--- src/hdl/ehp_pkg.sv ---
package ehp_pkg;

  localparam int MAX_VLAN_TAGS   = 8;
  localparam int MAX_EXT_HEADERS = 16;
  localparam int HDR_BYTES       = 40;
  localparam int VLAN_IW = (MAX_VLAN_TAGS > 1) ? $clog2(MAX_VLAN_TAGS) : 1;
  localparam int EXT_CW  = $clog2(MAX_EXT_HEADERS + 1);

  localparam logic [15:0] ETH_IPV4 = 16'h0800;
  localparam logic [15:0] ETH_IPV6 = 16'h86dd;
  localparam logic [15:0] ETH_VLAN = 16'h8100;
  localparam logic [15:0] ETH_QINQ = 16'h88a8;

  localparam logic [7:0] PROTO_ICMP   = 8'd1;
  localparam logic [7:0] PROTO_TCP    = 8'd6;
  localparam logic [7:0] PROTO_UDP    = 8'd17;
  localparam logic [7:0] PROTO_ICMPV6 = 8'd58;
  localparam logic [7:0] EXT_HOPOPT   = 8'd0;
  localparam logic [7:0] EXT_ROUTING  = 8'd43;
  localparam logic [7:0] EXT_FRAG     = 8'd44;
  localparam logic [7:0] EXT_DSTOPT   = 8'd60;
  localparam logic [7:0] EXT_MOBILITY = 8'd135;
  localparam logic [7:0] EXT_HIP      = 8'd139;

  localparam logic [1:0] ST_VALID = 2'd0;
  localparam logic [1:0] ST_TRUNC = 2'd1;
  localparam logic [1:0] ST_MALF  = 2'd2;
  localparam logic [1:0] ST_UNSUP = 2'd3;

  localparam logic [2:0] L4_NONE   = 3'd0;
  localparam logic [2:0] L4_TCP    = 3'd1;
  localparam logic [2:0] L4_UDP    = 3'd2;
  localparam logic [2:0] L4_ICMP   = 3'd3;
  localparam logic [2:0] L4_ICMPV6 = 3'd4;
  localparam logic [2:0] L4_OTHER  = 3'd5;

  localparam logic [4:0] K_STATUS  = 5'd0;
  localparam logic [4:0] K_DMAC    = 5'd1;
  localparam logic [4:0] K_SMAC    = 5'd2;
  localparam logic [4:0] K_ETYPE   = 5'd3;
  localparam logic [4:0] K_VLAN    = 5'd4;
  localparam logic [4:0] K_IPINFO  = 5'd5;
  localparam logic [4:0] K_ADDR0   = 5'd6;
  localparam logic [4:0] K_ADDR3   = 5'd9;
  localparam logic [4:0] K_FRAG    = 5'd10;
  localparam logic [4:0] K_L4      = 5'd11;
  localparam logic [4:0] K_TCPSEQ  = 5'd12;
  localparam logic [4:0] K_TCPHDR  = 5'd13;
  localparam logic [4:0] K_UDPLEN  = 5'd14;
  localparam logic [4:0] K_ICMP    = 5'd15;
  localparam logic [4:0] K_PAYLOAD = 5'd16;

  typedef enum logic [11:0] {
    PH_ETH     = 12'b000000000001,
    PH_VLAN    = 12'b000000000010,
    PH_IP4     = 12'b000000000100,
    PH_IP4OPT  = 12'b000000001000,
    PH_IP6     = 12'b000000010000,
    PH_EXT     = 12'b000000100000,
    PH_EXTSKIP = 12'b000001000000,
    PH_FRAG    = 12'b000010000000,
    PH_TCP     = 12'b000100000000,
    PH_UDP     = 12'b001000000000,
    PH_ICMP    = 12'b010000000000,
    PH_DONE    = 12'b100000000000
  } phase_t;

  // Parser state carried from byte to byte within one frame.
  typedef struct packed {
    phase_t             phase;
    logic [5:0]         poff;
    logic [16:0]        pos;
    logic [16:0]        hs;
    logic [47:0]        mac0;
    logic [47:0]        mac1;
    logic               eth;
    logic [15:0]        etype;
    logic               typ;
    logic [3:0]         vcnt;
    logic [3:0][63:0]   addr;
    logic [39:0]        ip;
    logic [17:0]        frag;
    logic [2:0]         l4;
    logic [15:0]        sport;
    logic [15:0]        dport;
    logic [63:0]        tf1;
    logic [31:0]        tf2;
    logic [17:0]        poffo;
    logic [17:0]        plen;
    logic [EXT_CW-1:0]  extc;
    logic [7:0]         nh;
    logic [17:0]        req;
    logic               endk;
    logic [17:0]        skip;
    logic [16:0]        ips;
    logic [5:0]         iphl;
    logic [15:0]        iptot;
    logic [1:0]         ff;
    logic               done;
  } fstate_t;

  localparam fstate_t FS_RESET = '{phase: PH_ETH, default: '0};

  // Everything the result side needs to emit the words of one frame.
  typedef struct packed {
    logic [1:0]                     status;
    logic                           eth;
    logic                           typ;
    logic [3:0]                     vcnt;
    logic                           ipok;
    logic [2:0]                     l4;
    logic [47:0]                    mac0;
    logic [47:0]                    mac1;
    logic [15:0]                    etype;
    logic [MAX_VLAN_TAGS-1:0][11:0] vlan;
    logic [39:0]                    ip;
    logic [3:0][63:0]               addr;
    logic [17:0]                    frag;
    logic [15:0]                    sport;
    logic [15:0]                    dport;
    logic [63:0]                    tf1;
    logic [31:0]                    tf2;
    logic [17:0]                    poffo;
    logic [17:0]                    plen;
  } rec_t;

endpackage

--- src/hdl/ehp_queue.sv ---
module ehp_queue (
  input  logic          clk,
  input  logic          rst_n,
  input  logic          push,
  input  ehp_pkg::rec_t push_rec,
  input  logic          pop,
  output logic          full,
  output logic          head_valid,
  output ehp_pkg::rec_t head_rec
);
  import ehp_pkg::*;

  // Two slots; slot 0 is always the head, so a pop shifts slot 1 forward.
  logic v0_r, v1_r, v0_nxt, v1_nxt;
  rec_t s0_r, s1_r, s0_nxt, s1_nxt;

  assign full       = v1_r;
  assign head_valid = v0_r;
  assign head_rec   = s0_r;

  always_comb begin
    v0_nxt = v0_r;
    v1_nxt = v1_r;
    s0_nxt = s0_r;
    s1_nxt = s1_r;
    if (pop && v0_r) begin
      v0_nxt = v1_r;
      s0_nxt = s1_r;
      v1_nxt = 1'b0;
    end
    if (push) begin
      if (!v0_nxt) begin
        v0_nxt = 1'b1;
        s0_nxt = push_rec;
      end else begin
        v1_nxt = 1'b1;
        s1_nxt = push_rec;
      end
    end
  end

  always_ff @(posedge clk) begin
    if (!rst_n) begin
      v0_r <= 1'b0;
      v1_r <= 1'b0;
    end else begin
      v0_r <= v0_nxt;
      v1_r <= v1_nxt;
    end
  end

  always_ff @(posedge clk) begin
    s0_r <= s0_nxt;
    s1_r <= s1_nxt;
  end

endmodule

--- config.mk ---
export PLATFORM = sky130hd
export DESIGN_NAME = ehp_queue
export DESIGN_NICKNAME = d
export VERILOG_FILES = /design/src/hdl/ehp_pkg.sv /design/src/hdl/ehp_queue.sv
export SDC_FILE = /design/constraint.sdc
export NUM_CORES = 1
export LEC_CHECK = 0
export ABC_AREA = 1
export BUFFER_PORTS_ARGS = -buffer_cell sky130_fd_sc_hd__buf_2
export CORE_AREA = 2 2 546 548
export CTS_CLUSTER_SIZE = 40
export DETAILED_ROUTE_END_ITERATION = 7
export DIE_AREA = 0 0 548 550
export GPL_TIMING_DRIVEN = 0
export PLACE_DENSITY = 0.4
export SLEW_MARGIN = 5
export SYNTH_ARGS = -nofsm -noshare
export SYNTH_HDL_FRONTEND = slang
export SYNTH_SLANG_ARGS = --single-unit
--- constraint.sdc ---
create_clock -name clk -period 42.7 [get_ports clk]
set_clock_uncertainty 0.1 [all_clocks]
set_input_delay 2.135 -clock clk [delete_from_list [all_inputs] [get_ports clk]]
set_output_delay 2.135 -clock clk [all_outputs]
set_load 0.005 [all_outputs]
==> summary.md <==
| Metric | Value |
|---|---|
| Status | finished clean |
| Initial antenna violation count | about 200 |
| Max Cap Viol | 0 |
| Hold endpoint | full$_SDFF_PN0_ |
| Vias/cell | ~4.2 |
| Cell Rows | 200 |
| Crit path max fanout | 98 |
| Beginning of the worst hold path | full$_SDFF_PN0_ |
| Largest cells by area after synthesis | edfxtp_1, dfxtp_1, nand2_1 |
| First-pass GRT wire length | roughly 400000 µm |
| Inserted Clock Buffers | ~180 |
| Worst R2R Path Depth | 7 |
| Post-synthesis cell area | 54600 µm² |
| Placer congestion estimate | roughly 0.87 |
| Post-route clock period utilization | 0.134 |
| Setup CP Type | input pin to register |
| Post-CTS sizing | 0 |
| Flop-to-flop setup slack | 38210 ps |
| Initial core utilization | 0.185 |
| Post-synth net total | slightly below 7000 |
| GR Overflow Total | 0 |
| Count of pins over their slew limit | 0 |
| Leading area contributor after synthesis | edfxtp_1 |
| Filler cells | about 33000 |
| Max Clock Freq | ~0.17 GHz |
| Avg Cell Area, Syn | 9.01 µm² |
| Setup TNS | 0 ps |
| Dpl hpwl | around 220000 µm |
| Drt drc | 0 |
| Critical Path AT | ~6100 ps |
| RSZ-0062 raised after global routing | false |
| Die Y | between 500 and 600 µm |
| # Post-CTS Setup Buffers | 0 |
| Top cell type's share of synthesized area | 0.384 |
| Synth cell types | 13 |
| Die area | between 300000 and 400000 µm² |
| Reg2reg start | head_valid$_SDFF_PN0_ |
| Largest net degree at the start of global routing | 104 |
| Die Wd | between 500 and 600 µm |
| Worst EP required | approximately 43000 ps |
| Iter 0 DRT Violations | between 3000 and 4000 |
| Cell Pwr Density | just under 50 nW/µm² |
| Worst Hold Class | register to register |
| Rel. slew slack | 0.249 |
| Final min period | 5720 ps |
| WL final | 288000 µm |
| CTS max path bufs | 4 |
| Sequential share of the synthesized area | 0.640 |
| Post-synthesis instance total | a little over 6000 |
| CP endpoint kind | register |
| DR pass1 iterations | 6 |
| Worst-path clk slew | 60 ps |
| CTS HTree Levels | 4 |
| Layout area overhead | 32.9% |
| Hold depth | 2 |
| All-Layer GR Usage | 0.182 |
| Max IR drop VDD | 0.0286 mV |
| Sink Count | roughly 1400 |
| Top Ports | between 1000 and 1500 |
| Final ANT Viol Nets | 0 |
| Wire per inst | 24.4 µm |
| Pleak | around 34 nW |
| Place WS | around 36000 ps |
| Root buf cell | clkbuf_16 |
| Number of global-route vias before repair | 48000 |
| Worst Max-Slew Pin Slew | approximately 1100 ps |
| Final WS setup | between 30000 and 40000 ps |
| CP startpoint kind | input pin |
| CTS tree | built |
| Crit path from | push |
| Layout cells sized above 1 | 0.240 |
| Hold Vio Cnt, Final | 0 |
| FF-to-FF End | s1_r[179]$_DFFE_PP_ |
| Final setup viols | 0 |
| Clk_lat worst skew | between 800 and 900 ps |
| Port bufs | approximately 1400 |
| Vias | roughly 50000 |
| Synth warnings | 0 |
| Seq cells post-synth | roughly 1400 |
| Core area | just under 300000 µm² |
| Post-CTS Hold Buffers | 0 |
| Final net count | 8349 |
==> registers in the layout (all words and copies together) (netlist names) <==
name,cells
full,1
head_rec,698
head_valid,1
s1_r,698
==> worst max-delay path, cell delays in order <==
cell	delay, ps
buf_2	690
buf_2	640
buf_2	380
nand3_1	240
inv_8	610
buf_16	440
buf_16	430
==> cells by family (layout without fill, tap and decap cells) <==
| logic type | count (synthesis) | after routing | synth area share |
|---|---|---|---|
| and+or+nand+nor | 4194 | 4194 | 0.321 |
| DFF | 1398 | 1398 | 0.640 |
| buffers and inverters | 469 | 2201 | 0.0389 |
| AOI/OAI and AO/OA | 2 | 2 | 0.000183 |
| other | 0 | 74 | 0 |
==> power by group <==
group          internal [W]  leakage, nW  total (W)  switching (W)
sequential          0.00151         12.2    0.00157      0.0000544
combinational      0.000170         18.8   0.000503       0.000333
clock              0.000852         2.73    0.00149       0.000636
total               0.00254         33.8    0.00356        0.00102
==> through the flow <==
step | utilization | std cells | cell area [µm²] | hold slack [ps] | power [W]
global placement | 0.225 | 11400 | 66500 | 385 | 0.00212
finish | 0.246 | 11800 | 72600 | 401 | 0.00356
detailed placement | 0.226 | 11400 | 66700 | 389 | 0.00211
CTS | 0.245 | 11700 | 72400 | 398 | 0.00362
floorplan | - | 6063 | 54600 | 370 | 0.00182
global route | 0.245 | 11800 | 72500 | 414 | 0.00372
==> placed cells by master, fill, tap and decap left out, types with 22 or more instances in the layout <==
cell,instances
buf_1,35
buf_2,1577
buf_4,23
clkbuf_1,285
clkbuf_16,176
clkinv_2,22
dfxtp_1,700
diode_2,74
edfxtp_1,698
nand2_1,2793
nand3_1,1397
==> worst max-delay path by stage <==
stage	to	depth (start not counted)	slack, ps
final	s1_r[179]$_DFFE_PP_	7	36980
after global routing	s1_r[172]$_DFFE_PP_	7	36830
after CTS	s1_r[169]$_DFFE_PP_	7	36840
after detailed placement	s1_r[169]$_DFFE_PP_	7	35910
after global placement	s1_r[119]$_DFFE_PP_	5	12610
after floorplan	s1_r[0]$_DFFE_PP_	5	25350
==> metal layers <==
| metal | global-route usage | vias up | wire length (µm) |
|---|---|---|---|
| met3 | 0.0736 | 598 | 29200 |
| li1 | - | 23500 | - |
| met5 | 0 | - | 797 |
| met1 | 0.206 | 23800 | 109000 |
| met2 | 0.311 | 2007 | 138000 |
| met4 | 0.0617 | 126 | 11200 |
==> area by class of cell <==
| type | count | area, µm² | share of cell area |
|---|---|---|---|
| antenna | 74 | 185 | 0.00255 |
| tap | 3939 | 4930 | 0.0679 |
| buffer | 465 | 2110 | 0.0290 |
| clock buffer | 259 | 4920 | 0.0678 |
| multi-input combinational | 4196 | 17500 | 0.241 |
| sequential | 1398 | 35000 | 0.482 |
| clock inverter | 67 | 712 | 0.00981 |
| timing repair buffer | 1406 | 7190 | 0.0992 |
| inverter | 4 | 22.5 | 0.000310 |
==> cells in the mapped netlist <==
| library cell | instances |
|---|---|
| nand2_1 | 2793 |
| nand3_1 | 1397 |
| dfxtp_1 | 700 |
| edfxtp_1 | 698 |
| clkbuf_1 | 222 |
| buf_2 | 178 |
| buf_1 | 35 |
| buf_4 | 23 |
| buf_6 | 7 |
| inv_1 | 4 |
| a21oi_1 | 2 |
| nand2_2 | 2 |
| nand2_4 | 2 |
Note: power is estimated with default switching activity, not from simulation.
