`src/hdl/ehp_pkg.sv`:
```
package ehp_pkg;

  localparam int MAX_VLAN_TAGS   = 8;
  localparam int MAX_EXT_HEADERS = 16;
  localparam int HDR_BYTES       = 40;
  localparam int VLAN_IW = (MAX_VLAN_TAGS > 1) ? $clog2(MAX_VLAN_TAGS) : 1;
  localparam int EXT_CW  = $clog2(MAX_EXT_HEADERS + 1);

  localparam logic [15:0] ETH_IPV4 = 16'h0800;
  localparam logic [15:0] ETH_IPV6 = 16'h86dd;
  localparam logic [15:0] ETH_VLAN = 16'h8100;
  localparam logic [15:0] ETH_QINQ = 16'h88a8;

  localparam logic [7:0] PROTO_ICMP   = 8'd1;
  localparam logic [7:0] PROTO_TCP    = 8'd6;
  localparam logic [7:0] PROTO_UDP    = 8'd17;
  localparam logic [7:0] PROTO_ICMPV6 = 8'd58;
  localparam logic [7:0] EXT_HOPOPT   = 8'd0;
  localparam logic [7:0] EXT_ROUTING  = 8'd43;
  localparam logic [7:0] EXT_FRAG     = 8'd44;
  localparam logic [7:0] EXT_DSTOPT   = 8'd60;
  localparam logic [7:0] EXT_MOBILITY = 8'd135;
  localparam logic [7:0] EXT_HIP      = 8'd139;

  localparam logic [1:0] ST_VALID = 2'd0;
  localparam logic [1:0] ST_TRUNC = 2'd1;
  localparam logic [1:0] ST_MALF  = 2'd2;
  localparam logic [1:0] ST_UNSUP = 2'd3;

  localparam logic [2:0] L4_NONE   = 3'd0;
  localparam logic [2:0] L4_TCP    = 3'd1;
  localparam logic [2:0] L4_UDP    = 3'd2;
  localparam logic [2:0] L4_ICMP   = 3'd3;
  localparam logic [2:0] L4_ICMPV6 = 3'd4;
  localparam logic [2:0] L4_OTHER  = 3'd5;

  localparam logic [4:0] K_STATUS  = 5'd0;
  localparam logic [4:0] K_DMAC    = 5'd1;
  localparam logic [4:0] K_SMAC    = 5'd2;
  localparam logic [4:0] K_ETYPE   = 5'd3;
  localparam logic [4:0] K_VLAN    = 5'd4;
  localparam logic [4:0] K_IPINFO  = 5'd5;
  localparam logic [4:0] K_ADDR0   = 5'd6;
  localparam logic [4:0] K_ADDR3   = 5'd9;
  localparam logic [4:0] K_FRAG    = 5'd10;
  localparam logic [4:0] K_L4      = 5'd11;
  localparam logic [4:0] K_TCPSEQ  = 5'd12;
  localparam logic [4:0] K_TCPHDR  = 5'd13;
  localparam logic [4:0] K_UDPLEN  = 5'd14;
  localparam logic [4:0] K_ICMP    = 5'd15;
  localparam logic [4:0] K_PAYLOAD = 5'd16;

  typedef enum logic [11:0] {
    PH_ETH     = 12'b000000000001,
    PH_VLAN    = 12'b000000000010,
    PH_IP4     = 12'b000000000100,
    PH_IP4OPT  = 12'b000000001000,
    PH_IP6     = 12'b000000010000,
    PH_EXT     = 12'b000000100000,
    PH_EXTSKIP = 12'b000001000000,
    PH_FRAG    = 12'b000010000000,
    PH_TCP     = 12'b000100000000,
    PH_UDP     = 12'b001000000000,
    PH_ICMP    = 12'b010000000000,
    PH_DONE    = 12'b100000000000
  } phase_t;

  // Parser state carried from byte to byte within one frame.
  typedef struct packed {
    phase_t             phase;
    logic [5:0]         poff;
    logic [16:0]        pos;
    logic [16:0]        hs;
    logic [47:0]        mac0;
    logic [47:0]        mac1;
    logic               eth;
    logic [15:0]        etype;
    logic               typ;
    logic [3:0]         vcnt;
    logic [3:0][63:0]   addr;
    logic [39:0]        ip;
    logic [17:0]        frag;
    logic [2:0]         l4;
    logic [15:0]        sport;
    logic [15:0]        dport;
    logic [63:0]        tf1;
    logic [31:0]        tf2;
    logic [17:0]        poffo;
    logic [17:0]        plen;
    logic [EXT_CW-1:0]  extc;
    logic [7:0]         nh;
    logic [17:0]        req;
    logic               endk;
    logic [17:0]        skip;
    logic [16:0]        ips;
    logic [5:0]         iphl;
    logic [15:0]        iptot;
    logic [1:0]         ff;
    logic               done;
  } fstate_t;

  localparam fstate_t FS_RESET = '{phase: PH_ETH, default: '0};

  // Everything the result side needs to emit the words of one frame.
  typedef struct packed {
    logic [1:0]                     status;
    logic                           eth;
    logic                           typ;
    logic [3:0]                     vcnt;
    logic                           ipok;
    logic [2:0]                     l4;
    logic [47:0]                    mac0;
    logic [47:0]                    mac1;
    logic [15:0]                    etype;
    logic [MAX_VLAN_TAGS-1:0][11:0] vlan;
    logic [39:0]                    ip;
    logic [3:0][63:0]               addr;
    logic [17:0]                    frag;
    logic [15:0]                    sport;
    logic [15:0]                    dport;
    logic [63:0]                    tf1;
    logic [31:0]                    tf2;
    logic [17:0]                    poffo;
    logic [17:0]                    plen;
  } rec_t;

endpackage

```
`src/hdl/ehp_back.sv`:
```
module ehp_back (
  input  logic          clk,
  input  logic          rst_n,
  input  logic          head_valid,
  input  ehp_pkg::rec_t head_rec,
  output logic          pop,
  output logic          out_tvalid,
  input  logic          out_tready,
  output logic [63:0]   out_tdata,
  output logic [4:0]    out_tuser,
  output logic          out_tlast
);
  import ehp_pkg::*;

  logic [4:0]         kind_r;
  logic [VLAN_IW-1:0] vidx_r;
  logic               ov_r;
  logic [63:0]        data_r;
  logic [4:0]         user_r;
  logic               last_r;
  logic               load;
  logic               stay;
  logic               found;
  logic               last;
  logic [4:0]         nk;
  logic [63:0]        word;

  function automatic logic appl(input logic [4:0] c, input rec_t r);
    logic a;
    unique case (c) inside
      K_DMAC, K_SMAC:        a = r.eth;
      K_ETYPE:               a = r.typ;
      K_VLAN:                a = (r.vcnt != 4'd0);
      [K_IPINFO:K_FRAG]:     a = r.ipok;
      K_L4, K_PAYLOAD:       a = (r.l4 != L4_NONE);
      K_TCPSEQ, K_TCPHDR:    a = (r.l4 == L4_TCP);
      K_UDPLEN:              a = (r.l4 == L4_UDP);
      K_ICMP:                a = (r.l4 == L4_ICMP || r.l4 == L4_ICMPV6);
      default:               a = 1'b0;
    endcase
    return a;
  endfunction

  always_comb begin
    stay  = (kind_r == K_VLAN) && ((4'(vidx_r) + 4'd1) < head_rec.vcnt);
    found = 1'b0;
    nk    = K_STATUS;
    for (int c = 1; c <= 16; c++) begin
      if (!found && 5'(c) > kind_r && appl(5'(c), head_rec)) begin
        found = 1'b1;
        nk    = 5'(c);
      end
    end
    last = !stay && !found;

    case (kind_r)
      K_STATUS: word = {62'd0, head_rec.status};
      K_DMAC:   word = {16'd0, head_rec.mac0};
      K_SMAC:   word = {16'd0, head_rec.mac1};
      K_ETYPE:  word = {48'd0, head_rec.etype};
      K_VLAN:   word = {44'd0, 4'(vidx_r), 4'd0, head_rec.vlan[vidx_r]};
      K_IPINFO: word = {24'd0, head_rec.ip};
      K_FRAG:   word = {46'd0, head_rec.frag};
      K_L4:     word = {16'd0, head_rec.dport, head_rec.sport, 13'd0, head_rec.l4};
      K_TCPHDR: word = {32'd0, head_rec.tf2};
      K_TCPSEQ, K_UDPLEN, K_ICMP: word = head_rec.tf1;
      K_PAYLOAD: word = {14'd0, head_rec.plen, 14'd0, head_rec.poffo};
      default: begin
        if (kind_r >= K_ADDR0 && kind_r <= K_ADDR3) word = head_rec.addr[2'(kind_r - K_ADDR0)];
        else word = '0;
      end
    endcase
  end

  assign load       = head_valid && (!ov_r || out_tready);
  assign pop        = load && last;
  assign out_tvalid = ov_r;
  assign out_tdata  = data_r;
  assign out_tuser  = user_r;
  assign out_tlast  = last_r;

  always_ff @(posedge clk) begin
    if (!rst_n) begin
      ov_r   <= 1'b0;
      kind_r <= K_STATUS;
      vidx_r <= '0;
    end else begin
      if (load) begin
        ov_r <= 1'b1;
        if (last) begin
          kind_r <= K_STATUS;
          vidx_r <= '0;
        end else if (stay) begin
          vidx_r <= vidx_r + 1'b1;
        end else begin
          kind_r <= nk;
          vidx_r <= '0;
        end
      end else if (out_tready) begin
        ov_r <= 1'b0;
      end
    end
  end

  always_ff @(posedge clk) begin
    if (load) begin
      data_r <= word;
      user_r <= kind_r;
      last_r <= last;
    end
  end

endmodule

```
`config.mk`:
```
export PLATFORM = sky130hd
export DESIGN_NAME = ehp_back
export DESIGN_NICKNAME = d
export VERILOG_FILES = /design/src/hdl/ehp_pkg.sv /design/src/hdl/ehp_back.sv
export SDC_FILE = /design/constraint.sdc
export NUM_CORES = 1
export LEC_CHECK = 0
export ABC_AREA = 1
export CORE_AREA = 5 5 302 304
export CTS_CLUSTER_SIZE = 14
export DETAILED_ROUTE_END_ITERATION = 8
export DIE_AREA = 0 0 307 309
export DONT_BUFFER_PORTS = 1
export PLACE_DENSITY = 0.3
export SLEW_MARGIN = 40
export SYNTH_ARGS = -nofsm -noshare
export SYNTH_HDL_FRONTEND = slang
export SYNTH_SLANG_ARGS = --single-unit
```
`constraint.sdc`:
```
create_clock -name clk -period 2.9 [get_ports clk]
set_input_delay 0.145 -clock clk [delete_from_list [all_inputs] [get_ports clk]]
set_output_delay 0.145 -clock clk [all_outputs]
set_load 0.005 [all_outputs]
```
==> results of run 1 <==
how the worst min path moves through the flow:
| stage | end | slack, ns | cells past startpoint |
|---|---|---|---|
| after floorplan | kind_r[2] | 0.28 | 2 |
| after global placement | kind_r[4] | 0.29 | 2 |
| after detailed placement | kind_r[2] | 0.30 | 2 |
| after CTS | out_tdata[3] | 0.001 | 2 |
| after global routing | out_tdata[54] | 0.005 | 2 |
| final | out_tdata[8] | 0.03 | 2 |
state kept, by name (all words and copies together), names as in the netlist:
register    count
kind_r          5
out_tdata      64
vidx_r          3
out_tlast       1
out_tvalid      1
out_tuser       5
area by class of cell:
| type | count | area [um2] | share of cell area (%) |
|---|---|---|---|
| clock inverters | 5 | 32.5 | 0.285 |
| flip-flops and latches | 79 | 2290 | 20.0 |
| well taps | 1165 | 1460 | 12.8 |
| diodes | 16 | 40.0 | 0.351 |
| multi-input cells | 948 | 5110 | 44.8 |
| repair buffers | 207 | 2020 | 17.7 |
| inverters | 58 | 223 | 1.95 |
| clock buffers | 11 | 243 | 2.13 |
through the flow:
stage / hold WS (ns) / std cells
after detailed placement: 0.299 / 2320
after global routing: 0.00527 / 2479
final: 0.0291 / 2489
after global placement: 0.294 / 2319
after CTS: 0.00135 / 2473
after floorplan: 0.276 / 1178
cell families (layout without fill, tap and decap cells):
logic type,Yosys count,after routing
AOI/OAI and AO/OA,305,305
xor gates and xnor gates,1,1
adders and majority gates,4,4
buffers and inverters,151,281
DFF,79,79
other,0,16
and+or+nand+nor,638,638
what timing repair did:
action                                 CTS  global route
hold buffers                           137             0
gates resized for setup                  1             3
buffers inserted                         0             0
endpoints found under the hold margin   64             0
setup endpoints to repair                1            10
cloned                                   0             0
worst max-delay path: cells and delay by family, from the launching register on:
| family | cells | cell delay [ns] |
|---|---|---|
| AO/OA/AOI/OAI | 1 | 0.13 |
| AND/OR/NAND/NOR | 3 | 0.39 |
| flip-flops | 1 | 0.34 |
| buffers and inverters | 5 | 1.78 |
routing by layer:
| metal | vias to the layer above | GRT usage (%) | wire [um] |
|---|---|---|---|
| met2 | 709 | 30.8 | 43400 |
| met3 | 121 | 5.13 | 7190 |
| met5 | - | 0 | 132 |
| li1 | 4560 | - | - |
| met1 | 5147 | 19.2 | 32500 |
| met4 | 22 | 4.45 | 2330 |
synth_stat cells, types with 9 or more instances:
library cell  count
a22oi_1          21
nand4_1          73
buf_1            11
a21oi_1          45
buf_2            28
inv_2            13
a22o_1           78
dfxtp_1           9
nand2_1         356
nand3_1          99
edfxtp_1         70
o21ai_0          70
o22ai_1          21
clkbuf_1         48
a221oi_1         53
nor2_1           74
inv_1            43
power by group through the flow:
stage / Sequential (W) / Clock, W / Combinational [W]
2_1_floorplan: 0.00153 / 0 / 0.00102
3_3_place_gp: 0.00172 / 0 / 0.00181
3_5_place_dp: 0.00171 / 0 / 0.00182
4_1_cts: 0.00168 / 0.00135 / 0.00202
5_1_grt: 0.00167 / 0.00137 / 0.00215
6_report: 0.00166 / 0.00125 / 0.00198
==> results.cfg, run 1 <==
[placed_design]
dp_worst_setup_slack_ns = -0.0553
gp_congestion = 0.960
placed_area_um2 = 9710
hpwl_um = 72800
io_buffer_count = 0

[synth]
synth-async-reset-ratio_pct = 0
synth_flop_cell = edfxtp_1
synth_xor_area_share_pct = 0.110
synth-simple-area-share_pct = 35.9
ys_seq_area_share_pct = 28.6
synth_compound_area_share_pct = 26.8
synth_mux_area_share_pct = 0
synth_fa_ha_area_share_pct = 0.627
yosysUniqueCellTypes = 41
syn_inst = 1178
synth_edf_count = 70
syn_area_um2 = 7980
synthTopCellsByArea = edfxtp_1 26%, nand2_1 17%, a22o_1 8.6%, nand3_1 6.2%, a221oi_1 5.8%
syn_avg_cell_area_um2 = 6.78
yosys.area.top_type = edfxtp_1
yosysWarnings = 0
synthesis.nets = 1884
synth_top_area_share_pct = 26.3
ys_ff_latch = 79
synth_top_family_by_area = simple AND/OR/NAND/NOR gates

[power_and_ir_drop]
powerDensity_nw_per_um2 = 429
p_switching_w = 0.00214
clkPwrFrac_pct = 25.6
switching_share_pct = 43.8
p_comb_share_pct = 40.5
vdd_drop_max_uv = 204
total_power_w = 0.00489
pwr-share-seq_pct = 33.9
power.internal_w = 0.00275
power.leakage_nw = 4.05

[worst_setup_path]
critPathSlowestCell = dlygate4sd3_1
worstSetupPathType = reg2reg
r2r-start = kind_r[1]
r2r_setup_slack_ns = 0.07
crit_path_end_kind = flip-flop
crit_chain = buf_4, nand2_2, inv_2, nand3_2, inv_2, buf_4, a22oi_1, nand4_1, dlygate4sd3_1
crit_path_max_fanout = 20
start_kind = flip-flop
cp.required_ns = 3.15
reg2reg_depth = 9
crit_start = kind_r[1]
rr_endpoint = out_tdata[29]
arrival_ns = 3.08
cpPeakStageDelay_ns = 0.55
crit_end = out_tdata[29]

[sta]
slew_violations = 0
clock.fmax_mhz = 353
fin_crit_ns = 2.83
fin_ws_ns = 0.0709
relSlewSlack_pct = 51.8
rsz0062_at_grt = true
fin_skew_ns = 0.0181
fin_setup_tns_ns = 0
setup_viol = 0
final_hold_viol_count = 0
final.period_utilization_pct = 97.6
tightest_slew_ns = 0.722

[floorplanning]
row_count = 109
core_um2 = 88000
ios = 774
die_area_um2 = 94900
dieHeight_um = 309
die_w_um = 307
start_util_pct = 9.07

[worst_hold_path]
hold_path_startpoint = head_rec[446]
hp-class = in2reg

[cts]
numCtsBuffers = 9
cts_buffer_depth = 2
cts_tree = built
cts.sinks = 79
cts_root_buffer = clkbuf_16
clk_pin_slew_ns = 0.08
htree_levels = 3
insertion_delay_ns = 0.39

[cells_and_area]
area_growth_pct = 42.9
layout_commonest_cell = nand2_1
nets = 2009
final_cell_mix = 356 x nand2_1, 137 x dlygate4sd3_1, 99 x nand3_1
fillCellCount = 10300
finalInstanceArea_um2 = 11400
drive_gt1_share_pct = 10.6
finish.utilization_pct = 13.0

[status]
status = finished clean

[drt]
wire_per_inst_um = 34.4
drc = 0
routed_wl_um = 85600
via_per_inst = 4.24
drt_iter0_drc = 1061
via_count = 10600
ant_nets = 0
dr.pass1.iters = 5

[grt]
globalRoute.totalOverflow = 0
grt_pass1_vias = 11300
antenna_found_initial = 39
grt_max_degree = 69
grt_pass1_wl_um = 108000
grt_usage_pct = 16.9

[flow_run]
drv_cap = 0
Power figures use the tool's default switching activity.
==> run 2, diff against run 1 <==
CORE_AREA = 2 2 297 299   (was 5 5 302 304)
DIE_AREA = 0 0 299 301   (was 0 0 307 309)
==> run 2 against run 1 <==
Worst setup slack improved by 0.061 ns; maximum frequency increased by 2.2%; clock power increased by 6%; core utilization increased by 0.26 points; sequential share of layout area about the same; critical path depth increased by 1; combinational power increased by 4%; total power increased by 2.6%; non-clock buffer count decreased by 1; final cell count decreased by 0.32%; highest routed layer unchanged; clock skew decreased by 0.0049 ns; hold slack improved by 0.0011 ns.
==> results.cfg, run 2 (same netlist as run 1, synthesis figures left out) <==
[placed_design]
gp_congestion = 0.960
dp_worst_setup_slack_ns = -0.0830
io_buffer_count = 0
dp.cells = 2319
hpwl_um = 66600

[drt]
routed_wl_um = 79800
wire_per_inst_um = 32.2
via_count = 10700
drt_iter0_drc = 1177
via_per_inst = 4.33
dr.pass1.iters = 5
ant_nets = 0
drc = 0

[cts]
htree_levels = 3
insertion_delay_ns = 0.39
cts_tree = built
cts_buffer_depth = 2
numCtsBuffers = 9
clk_pin_slew_ns = 0.07
cts.sinks = 79
cts_root_buffer = clkbuf_16

[cells_and_area]
drive_gt1_share_pct = 11.5
area_growth_pct = 43.3
final_cell_mix = 356 x nand2_1, 124 x dlygate4sd3_1, 99 x nand3_1
largest_reg_flops = 64
nets = 2008
fillCellCount = 10100
layout_commonest_cell = nand2_1
instances_no_fill = 2481

[sta]
setup_viol = 0
slew_violations = 0
final.period_utilization_pct = 95.5
tightest_slew_ns = 0.856
fin_ws_ns = 0.132
clock.fmax_mhz = 361
fin_skew_ns = 0.0132
rsz0062_at_grt = true
fin_setup_tns_ns = 0
fin_crit_ns = 2.77
holdWs_ns = 0.0301
final_hold_viol_count = 0
relSlewSlack_pct = 42.8

[power_and_ir_drop]
p_comb_share_pct = 40.9
switching_share_pct = 42.6
total_power_w = 0.00502
power.internal_w = 0.00288
powerDensity_nw_per_um2 = 439
vdd_drop_max_uv = 216
power.leakage_nw = 4.12
clkPwrFrac_pct = 26.3
pwr-share-seq_pct = 32.8
p_switching_w = 0.00214

[worst_setup_path]
path_common_cell = inv_2
crit_family = buffers and inverters
worstSetupPathType = reg2reg
start_kind = flip-flop
cp.required_ns = 3.04
arrival_ns = 2.91
critPathBufInv = 5
critPathSlowestCell = dlygate4sd3_1
crit_chain = inv_2, nand2_1, inv_2, nand3_1, inv_2, buf_12, a22o_1, a221oi_1, nand4_1, dlygate4sd3_1
cpPeakStageDelay_ns = 0.57
crit_path_end_kind = flip-flop
crit_path_max_fanout = 26

[grt]
grt_usage_pct = 16.7
antenna_found_initial = 34
busiest_layer = met2
grt_use_met2_pct = 29.6
grt_pass1_wl_um = 101000
met3_usage_pct = 4.64
grt_max_degree = 52
grt_pass1_vias = 10900
globalRoute.totalOverflow = 0
use_met1_pct = 19.3

[status]
status = finished clean

[worst_hold_path]
hp-class = in2reg

[floorplanning]
dieHeight_um = 301
start_util_pct = 9.23
die_area_um2 = 90000
row_count = 108
ios = 774
die_w_um = 299
core_um2 = 86500

[flow_run]
drv_cap = 0
## run 2: area by class of cell
cell class              instances  area (um2)  share of cell area [%]
well taps                    1155        1450                    12.6
clock inverters                 2        10.0                  0.0875
inverters                      58         224                    1.96
repair buffers                206        2010                    17.6
flip-flops and latches         79        2290                    20.0
diodes                         19        47.5                   0.416
clock buffers                  14         297                    2.59
multi-input cells             948        5110                    44.7
## run 2: path summary, 6_finish.rpt
path,startpoint,end,slack [ns],cells after the start
setup / recovery,kind_r[1],out_tdata[13],0.13,10
hold / removal,head_rec[79],out_tdata[11],0.03,2
setup reg to reg,kind_r[1],out_tdata[13],0.13,10
hold reg to reg,out_tvalid,out_tvalid,0.51,2
## run 2: stage by stage
step / cell area, um2 / util (%)
4_1_cts: 11300 / 13.1
6_report: 11400 / 13.2
2_1_floorplan: 7980 / -
5_1_grt: 11400 / 13.2
3_3_place_gp: 9770 / 11.3
3_5_place_dp: 9790 / 11.3
## run 2: worst reg2reg max path, stage by stage (launching register included)
cell           delay [ns]
dfxtp_4              0.40
inv_2                0.09
nand2_1              0.14
inv_2                0.06
nand3_1              0.14
inv_2                0.23
buf_12               0.27
a22o_1               0.25
a221oi_1             0.27
nand4_1              0.12
dlygate4sd3_1        0.57
## run 2: layer usage
metal  part of all wire (%)  vias up
met4                    3.1       12
met3                    7.8      130
met5                   0.10        -
li1                       -     4568
met1                     39     5215
met2                     50      824
## run 2: power by group through the flow
stage                     clock (W)  sequential [W]  combinational [W]
after floorplan                   0         0.00153            0.00102
after global placement            0         0.00170            0.00189
after detailed placement          0         0.00169            0.00189
after CTS                   0.00142         0.00167            0.00209
after global routing        0.00144         0.00166            0.00223
final                       0.00132         0.00164            0.00205
## run 2: timing repair
action,CTS,global route
setup endpoints to repair,1,14
endpoints found under the hold margin,62,0
hold buffers,124,0
pin swaps,0,2
gates resized for setup,1,6
setup buffers,0,3
