<file path="src/hdl/ehp_pkg.sv">
package ehp_pkg;

  localparam int MAX_VLAN_TAGS   = 8;
  localparam int MAX_EXT_HEADERS = 16;
  localparam int HDR_BYTES       = 40;
  localparam int VLAN_IW = (MAX_VLAN_TAGS > 1) ? $clog2(MAX_VLAN_TAGS) : 1;
  localparam int EXT_CW  = $clog2(MAX_EXT_HEADERS + 1);

  localparam logic [15:0] ETH_IPV4 = 16'h0800;
  localparam logic [15:0] ETH_IPV6 = 16'h86dd;
  localparam logic [15:0] ETH_VLAN = 16'h8100;
  localparam logic [15:0] ETH_QINQ = 16'h88a8;

  localparam logic [7:0] PROTO_ICMP   = 8'd1;
  localparam logic [7:0] PROTO_TCP    = 8'd6;
  localparam logic [7:0] PROTO_UDP    = 8'd17;
  localparam logic [7:0] PROTO_ICMPV6 = 8'd58;
  localparam logic [7:0] EXT_HOPOPT   = 8'd0;
  localparam logic [7:0] EXT_ROUTING  = 8'd43;
  localparam logic [7:0] EXT_FRAG     = 8'd44;
  localparam logic [7:0] EXT_DSTOPT   = 8'd60;
  localparam logic [7:0] EXT_MOBILITY = 8'd135;
  localparam logic [7:0] EXT_HIP      = 8'd139;

  localparam logic [1:0] ST_VALID = 2'd0;
  localparam logic [1:0] ST_TRUNC = 2'd1;
  localparam logic [1:0] ST_MALF  = 2'd2;
  localparam logic [1:0] ST_UNSUP = 2'd3;

  localparam logic [2:0] L4_NONE   = 3'd0;
  localparam logic [2:0] L4_TCP    = 3'd1;
  localparam logic [2:0] L4_UDP    = 3'd2;
  localparam logic [2:0] L4_ICMP   = 3'd3;
  localparam logic [2:0] L4_ICMPV6 = 3'd4;
  localparam logic [2:0] L4_OTHER  = 3'd5;

  localparam logic [4:0] K_STATUS  = 5'd0;
  localparam logic [4:0] K_DMAC    = 5'd1;
  localparam logic [4:0] K_SMAC    = 5'd2;
  localparam logic [4:0] K_ETYPE   = 5'd3;
  localparam logic [4:0] K_VLAN    = 5'd4;
  localparam logic [4:0] K_IPINFO  = 5'd5;
  localparam logic [4:0] K_ADDR0   = 5'd6;
  localparam logic [4:0] K_ADDR3   = 5'd9;
  localparam logic [4:0] K_FRAG    = 5'd10;
  localparam logic [4:0] K_L4      = 5'd11;
  localparam logic [4:0] K_TCPSEQ  = 5'd12;
  localparam logic [4:0] K_TCPHDR  = 5'd13;
  localparam logic [4:0] K_UDPLEN  = 5'd14;
  localparam logic [4:0] K_ICMP    = 5'd15;
  localparam logic [4:0] K_PAYLOAD = 5'd16;

  typedef enum logic [11:0] {
    PH_ETH     = 12'b000000000001,
    PH_VLAN    = 12'b000000000010,
    PH_IP4     = 12'b000000000100,
    PH_IP4OPT  = 12'b000000001000,
    PH_IP6     = 12'b000000010000,
    PH_EXT     = 12'b000000100000,
    PH_EXTSKIP = 12'b000001000000,
    PH_FRAG    = 12'b000010000000,
    PH_TCP     = 12'b000100000000,
    PH_UDP     = 12'b001000000000,
    PH_ICMP    = 12'b010000000000,
    PH_DONE    = 12'b100000000000
  } phase_t;

  // Parser state carried from byte to byte within one frame.
  typedef struct packed {
    phase_t             phase;
    logic [5:0]         poff;
    logic [16:0]        pos;
    logic [16:0]        hs;
    logic [47:0]        mac0;
    logic [47:0]        mac1;
    logic               eth;
    logic [15:0]        etype;
    logic               typ;
    logic [3:0]         vcnt;
    logic [3:0][63:0]   addr;
    logic [39:0]        ip;
    logic [17:0]        frag;
    logic [2:0]         l4;
    logic [15:0]        sport;
    logic [15:0]        dport;
    logic [63:0]        tf1;
    logic [31:0]        tf2;
    logic [17:0]        poffo;
    logic [17:0]        plen;
    logic [EXT_CW-1:0]  extc;
    logic [7:0]         nh;
    logic [17:0]        req;
    logic               endk;
    logic [17:0]        skip;
    logic [16:0]        ips;
    logic [5:0]         iphl;
    logic [15:0]        iptot;
    logic [1:0]         ff;
    logic               done;
  } fstate_t;

  localparam fstate_t FS_RESET = '{phase: PH_ETH, default: '0};

  // Everything the result side needs to emit the words of one frame.
  typedef struct packed {
    logic [1:0]                     status;
    logic                           eth;
    logic                           typ;
    logic [3:0]                     vcnt;
    logic                           ipok;
    logic [2:0]                     l4;
    logic [47:0]                    mac0;
    logic [47:0]                    mac1;
    logic [15:0]                    etype;
    logic [MAX_VLAN_TAGS-1:0][11:0] vlan;
    logic [39:0]                    ip;
    logic [3:0][63:0]               addr;
    logic [17:0]                    frag;
    logic [15:0]                    sport;
    logic [15:0]                    dport;
    logic [63:0]                    tf1;
    logic [31:0]                    tf2;
    logic [17:0]                    poffo;
    logic [17:0]                    plen;
  } rec_t;

endpackage

</file>
<file path="src/hdl/ehp_front.sv">
module ehp_front (
  input  logic          clk,
  input  logic          rst_n,
  input  logic          in_tvalid,
  output logic          in_tready,
  input  logic [55:0]   in_tdata,
  input  logic          in_tuser,
  input  logic          in_tlast,
  input  logic          q_full,
  output logic          push,
  output ehp_pkg::rec_t push_rec
);
  import ehp_pkg::*;

  fstate_t              s_r;
  fstate_t              s_nxt;
  logic [7:0]           hdr_r [HDR_BYTES];
  logic [11:0]          vlan_r [MAX_VLAN_TAGS];
  logic                 fire;
  logic                 take;
  logic                 collect;
  logic                 vlan_we;
  logic [11:0]          vlan_wd;
  logic [VLAN_IW-1:0]   vlan_wa;
  logic [7:0]           data_byte;
  logic [15:0]          cap_len;
  logic [31:0]          orig_len;

  assign data_byte = in_tdata[7:0];
  assign cap_len   = in_tdata[23:8];
  assign orig_len  = in_tdata[55:24];
  assign in_tready = !q_full;
  assign fire      = in_tvalid && in_tready;
  assign take      = fire && in_tuser && !s_r.pos[16];
  assign collect   = !(s_r.phase == PH_DONE || s_r.phase == PH_IP4OPT
                       || s_r.phase == PH_EXTSKIP);
  assign push      = fire && in_tlast;

  function automatic logic [5:0] need(input phase_t ph);
    logic [5:0] n;
    unique case (ph)
      PH_ETH:  n = 6'd14;
      PH_VLAN: n = 6'd4;
      PH_IP4:  n = 6'd20;
      PH_IP6:  n = 6'd40;
      PH_EXT:  n = 6'd2;
      PH_FRAG: n = 6'd8;
      PH_TCP:  n = 6'd20;
      PH_UDP:  n = 6'd8;
      PH_ICMP: n = 6'd4;
      default: n = 6'd1;
    endcase
    return n;
  endfunction

  always_comb begin
    fstate_t     s;
    logic [7:0]  he [HDR_BYTES];
    logic        hd;
    logic        go_type;
    logic        go_ip4;
    logic        go_ext;
    logic        go_enter;
    logic        go_other;
    logic        coded;
    logic        malf;
    logic        ipok;
    logic [1:0]  st;
    logic [16:0] p;
    logic [17:0] av;
    logic [17:0] hs_av;
    logic [17:0] o_off;
    logic [17:0] o_len;
    logic [7:0]  proto;
    logic [7:0]  nhv;
    logic [5:0]  hl;
    logic [16:0] v17;
    logic [15:0] v16;

    s        = s_r;
    hd       = 1'b0;
    go_type  = 1'b0;
    go_ip4   = 1'b0;
    go_ext   = 1'b0;
    go_enter = 1'b0;
    go_other = 1'b0;
    coded    = 1'b0;
    av       = '0;
    hs_av    = s_r.req - {1'b0, s_r.hs};
    o_off    = '0;
    o_len    = '0;
    proto    = '0;
    nhv      = '0;
    hl       = '0;
    v17      = '0;
    v16      = '0;
    vlan_we  = 1'b0;
    vlan_wd  = '0;
    vlan_wa  = s_r.vcnt[VLAN_IW-1:0];
    p        = s_r.pos + 17'd1;
    for (int i = 0; i < HDR_BYTES; i++) begin
      he[i] = (s_r.poff == 6'(i)) ? data_byte : hdr_r[i];
    end

    if (take) begin
      s.pos = p;
      unique case (s_r.phase)
        PH_DONE: ;
        PH_IP4OPT:  go_ip4 = ({1'b0, p} >= s_r.skip);
        PH_EXTSKIP: go_ext = ({1'b0, p} >= s_r.skip);
        default: begin
          s.poff = s_r.poff + 6'd1;
          hd     = (s.poff >= need(s_r.phase));
        end
      endcase
    end

    if (hd) begin
      unique case (s_r.phase)
        PH_ETH: begin
          s.mac0  = {he[0], he[1], he[2], he[3], he[4], he[5]};
          s.mac1  = {he[6], he[7], he[8], he[9], he[10], he[11]};
          s.eth   = 1'b1;
          s.etype = {he[12], he[13]};
          go_type = 1'b1;
        end
        PH_VLAN: begin
          vlan_we = (s_r.vcnt < 4'(MAX_VLAN_TAGS));
          vlan_wd = {he[0][3:0], he[1]};
          s.vcnt  = s_r.vcnt + 4'd1;
          s.etype = {he[2], he[3]};
          go_type = 1'b1;
        end
        PH_IP4: begin
          hl = {he[0][3:0], 2'b00};
          if (he[0][7:4] != 4'd4 || hl < 6'd20) begin
            s.ff = ST_MALF; s.done = 1'b1; s.phase = PH_DONE;
          end else begin
            v16          = {he[6], he[7]};
            s.ips        = s_r.hs;
            s.iphl       = hl;
            s.iptot      = {he[2], he[3]};
            s.ip         = {he[9], he[2], he[3], he[8], 8'd4};
            s.frag[15:0] = {v16[12:0], 3'b000};
            s.frag[16]   = v16[13];
            s.frag[17]   = (v16[12:0] != 13'd0) || v16[13];
            s.addr[0]    = {32'd0, he[12], he[13], he[14], he[15]};
            s.addr[1]    = '0;
            s.addr[2]    = {32'd0, he[16], he[17], he[18], he[19]};
            s.addr[3]    = '0;
            s.skip       = {1'b0, s_r.hs} + 18'(hl);
            if ({1'b0, p} >= s.skip) go_ip4 = 1'b1;
            else s.phase = PH_IP4OPT;
          end
        end
        PH_IP6: begin
          if (he[0][7:4] != 4'd6) begin
            s.ff = ST_MALF; s.done = 1'b1; s.phase = PH_DONE;
          end else begin
            v17  = {1'b0, he[4], he[5]} + 17'd40;
            s.req  = {1'b0, s_r.hs} + {1'b0, v17};
            s.endk = 1'b1;
            s.ip   = {8'd0, (v17[16] ? 16'hffff : v17[15:0]), he[7], 8'd6};
            s.addr[0] = {he[8], he[9], he[10], he[11], he[12], he[13], he[14], he[15]};
            s.addr[1] = {he[16], he[17], he[18], he[19], he[20], he[21], he[22], he[23]};
            s.addr[2] = {he[24], he[25], he[26], he[27], he[28], he[29], he[30], he[31]};
            s.addr[3] = {he[32], he[33], he[34], he[35], he[36], he[37], he[38], he[39]};
            s.nh   = he[6];
            s.extc = '0;
            go_ext = 1'b1;
          end
        end
        PH_FRAG: begin
          v16    = {he[2], he[3]};
          s.frag = {1'b1, v16[0], v16[15:3], 3'b000};
          s.nh   = he[0];
          go_ext = 1'b1;
        end
        PH_EXT: begin
          s.nh    = he[0];
          s.skip  = {1'b0, s_r.hs} + {6'd0, ({1'b0, he[1]} + 9'd1), 3'b000};
          s.phase = PH_EXTSKIP;
        end
        PH_TCP: begin
          hl = {he[12][7:4], 2'b00};
          if (hl < 6'd20 || 18'(hl) > hs_av) begin
            s.ff = ST_MALF; s.done = 1'b1; s.phase = PH_DONE;
          end else begin
            s.l4    = L4_TCP;
            s.sport = {he[0], he[1]};
            s.dport = {he[2], he[3]};
            s.tf1   = {he[4], he[5], he[6], he[7], he[8], he[9], he[10], he[11]};
            s.tf2   = {he[14], he[15], he[13], 2'b00, hl};
            s.poffo = {1'b0, s_r.hs} + 18'(hl);
            s.plen  = hs_av - 18'(hl);
            s.ff = ST_VALID; s.done = 1'b1; s.phase = PH_DONE;
          end
        end
        PH_UDP: begin
          v16 = {he[4], he[5]};
          if (v16 < 16'd8) begin
            s.ff = ST_MALF; s.done = 1'b1; s.phase = PH_DONE;
          end else if ({2'b00, v16} > hs_av) begin
            s.ff = ST_TRUNC; s.done = 1'b1; s.phase = PH_DONE;
          end else begin
            s.l4    = L4_UDP;
            s.sport = {he[0], he[1]};
            s.dport = {he[2], he[3]};
            s.tf1   = {48'd0, v16};
            s.poffo = {1'b0, s_r.hs} + 18'd8;
            s.plen  = {2'b00, v16 - 16'd8};
            s.ff = ST_VALID; s.done = 1'b1; s.phase = PH_DONE;
          end
        end
        PH_ICMP: begin
          s.l4    = (s_r.ip[39:32] == PROTO_ICMP) ? L4_ICMP : L4_ICMPV6;
          s.tf1   = {48'd0, he[1], he[0]};
          s.poffo = {1'b0, s_r.hs} + 18'd4;
          s.plen  = hs_av - 18'd4;
          s.ff = ST_VALID; s.done = 1'b1; s.phase = PH_DONE;
        end
        default: ;
      endcase
    end

    // Another tag is followed only while tag slots remain.
    if (go_type) begin
      if ((s.etype == ETH_VLAN || s.etype == ETH_QINQ)
          && s.vcnt < 4'(MAX_VLAN_TAGS)) begin
        s.phase = PH_VLAN; s.poff = '0; s.hs = p;
      end else begin
        s.typ = 1'b1;
        if (s.etype == ETH_IPV4) begin
          s.phase = PH_IP4; s.poff = '0; s.hs = p;
        end else if (s.etype == ETH_IPV6) begin
          s.phase = PH_IP6; s.poff = '0; s.hs = p;
        end else begin
          s.ff = ST_UNSUP; s.done = 1'b1; s.phase = PH_DONE;
        end
      end
    end

    if (go_ip4) begin
      if (s.iptot < {10'd0, s.iphl}) begin
        s.ff = ST_MALF; s.done = 1'b1; s.phase = PH_DONE;
      end else begin
        s.req  = {1'b0, s.ips} + {2'b00, s.iptot};
        s.endk = 1'b1;
        if (s.frag[15:0] != 16'd0) begin
          go_other = 1'b1;
          o_off    = {1'b0, s.ips} + 18'(s.iphl);
          o_len    = {2'b00, s.iptot - {10'd0, s.iphl}};
        end else begin
          go_enter = 1'b1;
          proto    = s.ip[39:32];
        end
      end
    end

    if (go_ext) begin
      nhv   = s.nh;
      coded = (nhv == EXT_HOPOPT || nhv == EXT_ROUTING || nhv == EXT_DSTOPT
               || nhv == EXT_MOBILITY || nhv == EXT_HIP);
      if (s.extc < EXT_CW'(MAX_EXT_HEADERS) && (coded || nhv == EXT_FRAG)) begin
        s.extc  = s.extc + 1'b1;
        s.phase = (nhv == EXT_FRAG) ? PH_FRAG : PH_EXT;
        s.poff  = '0;
        s.hs    = p;
      end else begin
        s.ip[39:32] = nhv;
        if ({1'b0, p} > s.req) begin
          s.ff = ST_MALF; s.done = 1'b1; s.phase = PH_DONE;
        end else if (s.frag[15:0] != 16'd0) begin
          go_other = 1'b1;
          o_off    = {1'b0, p};
          o_len    = s.req - {1'b0, p};
        end else begin
          go_enter = 1'b1;
          proto    = nhv;
        end
      end
    end

    if (go_enter) begin
      av          = s.req - {1'b0, p};
      s.ip[39:32] = proto;
      if (proto == PROTO_TCP) begin
        if (av < 18'd20) begin
          s.ff = ST_TRUNC; s.done = 1'b1; s.phase = PH_DONE;
        end else begin
          s.phase = PH_TCP; s.poff = '0; s.hs = p;
        end
      end else if (proto == PROTO_UDP) begin
        if (av < 18'd8) begin
          s.ff = ST_TRUNC; s.done = 1'b1; s.phase = PH_DONE;
        end else begin
          s.phase = PH_UDP; s.poff = '0; s.hs = p;
        end
      end else if (proto == PROTO_ICMP || proto == PROTO_ICMPV6) begin
        if (av < 18'd4) begin
          s.ff = ST_TRUNC; s.done = 1'b1; s.phase = PH_DONE;
        end else begin
          s.phase = PH_ICMP; s.poff = '0; s.hs = p;
        end
      end else begin
        go_other = 1'b1;
        o_off    = {1'b0, p};
        o_len    = av;
      end
    end

    if (go_other) begin
      s.l4    = L4_OTHER;
      s.poffo = o_off;
      s.plen  = o_len;
      s.ff = ST_VALID; s.done = 1'b1; s.phase = PH_DONE;
    end

    s_nxt = s;

    malf = ({1'b0, s.pos} != {2'b00, cap_len}) || (orig_len < {16'd0, cap_len});
    ipok = s.endk && ({1'b0, s.pos} >= s.req);
    if (s.endk && !ipok) st = ST_TRUNC;
    else if (s.done) st = s.ff;
    else st = ST_TRUNC;

    push_rec.status = malf ? ST_MALF : st;
    push_rec.eth    = !malf && s.eth;
    push_rec.typ    = !malf && s.typ;
    push_rec.vcnt   = malf ? 4'd0 : s.vcnt;
    push_rec.ipok   = !malf && ipok;
    push_rec.l4     = (!malf && st == ST_VALID) ? s.l4 : L4_NONE;
    push_rec.mac0   = s.mac0;
    push_rec.mac1   = s.mac1;
    push_rec.etype  = s.etype;
    for (int i = 0; i < MAX_VLAN_TAGS; i++) begin
      push_rec.vlan[i] = (vlan_we && vlan_wa == VLAN_IW'(i)) ? vlan_wd : vlan_r[i];
    end
    push_rec.ip     = s.ip;
    push_rec.addr   = s.addr;
    push_rec.frag   = s.frag;
    push_rec.sport  = s.sport;
    push_rec.dport  = s.dport;
    push_rec.tf1    = s.tf1;
    push_rec.tf2    = s.tf2;
    push_rec.poffo  = s.poffo;
    push_rec.plen   = s.plen;
  end

  always_ff @(posedge clk) begin
    if (!rst_n) begin
      s_r <= FS_RESET;
    end else if (fire) begin
      s_r <= in_tlast ? FS_RESET : s_nxt;
    end
  end

  always_ff @(posedge clk) begin
    if (take && collect && s_r.poff < 6'(HDR_BYTES)) begin
      hdr_r[s_r.poff] <= data_byte;
    end
    if (vlan_we) begin
      vlan_r[vlan_wa] <= vlan_wd;
    end
  end

endmodule

</file>
<file path="config.mk">
export PLATFORM = sky130hd
export DESIGN_NAME = ehp_front
export DESIGN_NICKNAME = d
export VERILOG_FILES = /design/src/hdl/ehp_pkg.sv /design/src/hdl/ehp_front.sv
export SDC_FILE = /design/constraint.sdc
export NUM_CORES = 2
export LEC_CHECK = 0
export ABC_AREA = 1
export BUFFER_PORTS_ARGS = -buffer_cell sky130_fd_sc_hd__buf_2
export CORE_ASPECT_RATIO = 1.2
export CORE_MARGIN = 8
export CORE_UTILIZATION = 25
export DETAILED_ROUTE_END_ITERATION = 10
export PLACE_DENSITY = 0.48
export SLEW_MARGIN = 20
export SYNTH_ARGS = -nofsm -noshare
export SYNTH_HDL_FRONTEND = slang
export SYNTH_SLANG_ARGS = --single-unit
</file>
<file path="constraint.sdc">
create_clock -name clk -period 10.3 [get_ports clk]
set_input_delay 2.06 -clock clk [delete_from_list [all_inputs] [get_ports clk]]
set_output_delay 2.06 -clock clk [all_outputs]
set_load 0.02 [all_outputs]
</file>
==> impl_results.md <==
* Slowest-stage cell, CP: or3b_4
* Number of synthesized register bits at 1159
* Most numerous cell in the Yosys netlist: nand2_1
* Share of the synthesized area in the top cell type at 22.1%
* Row count at 208
* CTS sink count at 1159
* Seq/Total Area, Yosys at 40.7%
* Placed Cells at 14157
* Reg-to-reg startpoint: s_r[737]$_SDFFE_PN0P_
* Met2 Usage GRT at 42.2%
* Initial antenna violation count at 19
* GRT overflow at 0
* Number of hold buffers added after cts at 0
* CTS max path bufs at 4
* GR peak layer: met2
* Critical path fanouts, max at 6
* Crit Path Class: input port to output port
* Hold Slack at 436 ps
* I/O Pins at 762
* Cell count after synthesis at 9478
* Mapped Avg Cell Area at 7.09 um^2
* Die Footprint at 286000 um^2
* Critical path's largest stage delay at 400 ps
* Routability Congestion at 1.00
* Synthesized Nets at 9752
* CP Capture Type: output port
* R2r endpoint: s_r[697]$_SDFFE_PN0P_
* Final WS setup at -1130 ps
* Buffers added on ports at 761
* CTS tree: done
* Reg2Reg Depth at 54
* Initial DRT Pass Iterations at 6
* Clk_skew at 40.4 ps
* M3 GR Usage at 5.04%
* Pwr dens at 118 nW/um^2
* Layout cells sized above 1 at 21.4%
* Width of the die at 489 um
* Vias in the first global route at 69090
* Via Count at 74094
* DRT Wirelength at 397000 um
* Req. time, crit path at 8240 ps
* Starting Density at 25.1%
* Post-layout minimum cycle time at 11430 ps
* Root buf cell: clkbuf_16
* Synth warn at 0
* Setup Viol. Count Final at 42
* Failing checks: setup timing
* RSZ-0062 raised after global routing: yes
* Top post-synthesis cells by count: nand2_1 (3142), a21oi_1 (990), o21ai_0 (954), inv_1 (771), dfxtp_1 (743)
* DRC Markers at 0
* Status: finished with violations
* Slew at the pin closest to its max-slew limit at 1190 ps
* Top cells by area, synth: dfxtp_1 (22%), edfxtp_1 (19%), nand2_1 (18%)
* Worst Hold Launch: s_r[135]$_SDFFE_PN0P_
* Synthesized area at 67200 um^2
* Hold crit path type: flop to flop
* Fill cell count at 28971
* Hold Fails Final Rpt at 0
* Core ar. at 268000 um^2
* Maxcap violations at 0
* # H-tree levels at 4
* Post-synth EDFFs at 416
* Setup crit start kind: input port
* Routing usage on met1 at 32.8%
* Slew HR at 19.9%
* Dpl hpwl at 300000 um
* Setup TNS at -42890 ps
* Worst EP arrival at 9370 ps
* Crit path to: push_rec[687]
* Clock latency at the later pin of the worst-skew pair at 830 ps
* F_max at 0.0875 GHz
* Fraction of registers with async set or reset after synthesis at 0%
* Reg2reg setup slack at 1560 ps
* Leakage at 37.3 nW
* Largest net degree at the start of global routing at 202
* Worst setup path start: in_tdata[0]
* Vias/cell at 5.11
* Slew Limit Fails at 0
* Peak VDD IR at 0.113 mV
* First-pass GRT wire length at 542000 um
* Area leader, netlist: dfxtp_1
* Crit share post-route at 111%
* GR Util All Layers at 26.3%
* Top FF cell, synth: dfxtp_1
* Total power at 10.4 mW
* Crit-path most repeated cell: nand2_2
* Worst-path clk slew at 60 ps
* Routed WL per cell at 27.4 um
* NumNets Final at 11094
* Fin cells at 14507
* Synth unique cells at 69
* TritonCTS buffer count at 149
* Synthesis-to-finish area growth at 31.2%
* Final ANT Viol Nets at 0
* Die H at 584 um
* Number of DRC markers in iteration 0 at 7758
-- routing by layer --
metal	vias up	wire (um)
met3	800	29900
met4	8	28700
met1	35781	159000
met2	3332	179000
met5	-	48
li1	34173	-
-- report_power, final --
group	switching, mW	leakage (nW)	internal, mW
clock	2.22	2.28	3.00
combinational	0.362	25.3	0.0940
sequential	0.000964	9.75	4.73
-- timing repair --
item | 4_1_cts | 5_1_grt
pin swaps | 74 | 62
endpoints found under the setup margin | 42 | 42
setup buffers | 69 | 19
resized for setup | 282 | 128
cloned | 5 | 4
-- final cells by class --
type	instances	area (um^2)	share of cell area [%]
clock buffers	206	4170	4.73
diodes	11	27.5	0.0312
well taps	3570	4470	5.07
inverters	805	3070	3.48
flip-flops and latches	1159	27400	31.1
multi-input cells	6977	36400	41.3
repair buffers	1728	12100	13.7
clock inverters	51	493	0.560
-- cells by family after synthesis --
logic type	synth area share, %
AO/OA/AOI/OAI	19.0
flip-flops	40.7
adder cells (fa/ha/maj)	4.03
AND/OR/NAND/NOR	25.1
multiplexers	1.33
XOR/XNOR	1.94
buffers and inverters	7.82
-- registers in the layout (all words and copies together) (netlist names) --
name	cells
s_r	743
hdr_r	320
vlan_r	96
-- cell usage in the layout (no fill, tap or decap), types with 75 or more instances in the layout --
cell type,count
nand2_1,3062
a21oi_1,969
o21ai_0,907
buf_4,902
inv_1,753
dfxtp_1,743
buf_2,711
nor2_1,419
edfxtp_1,416
nand3_1,252
ha_1,196
clkbuf_16,155
xor2_1,116
mux2i_1,89
o21ai_1,75
-- metrics by stage --
| stage | util (%) | area (um^2) | setup WS [ps] |
|---|---|---|---|
| 3_3_place_gp | 30.2 | 80900 | -1770 |
| 5_1_grt | 32.9 | 88100 | -1530 |
| 2_1_floorplan | - | 67700 | -361 |
| 3_5_place_dp | 30.2 | 80900 | -1700 |
| 4_1_cts | 32.6 | 87300 | -1070 |
| 6_report | 32.9 | 88100 | -1130 |
-- worst max-delay path: cells and delay by family --
| kind | cells | cell delay [ps] |
|---|---|---|
| xor gates and xnor gates | 1 | 60 |
| AOI/OAI and AO/OA | 5 | 710 |
| buffers and inverters | 12 | 1300 |
| and+or+nand+nor | 37 | 3840 |
| adders and majority gates | 5 | 1350 |
-- how the worst min path moves through the flow --
stage | endpoint | cells past startpoint
floorplan | s_r[128]$_SDFFE_PN0P_ | 2
global placement | s_r[277]$_SDFFE_PN0P_ | 2
detailed placement | s_r[280]$_SDFFE_PN0P_ | 2
CTS | s_r[280]$_SDFFE_PN0P_ | 2
global route | s_r[129]$_SDFFE_PN0P_ | 2
finish | s_r[135]$_SDFFE_PN0P_ | 2
Power figures use the tool's default switching activity.
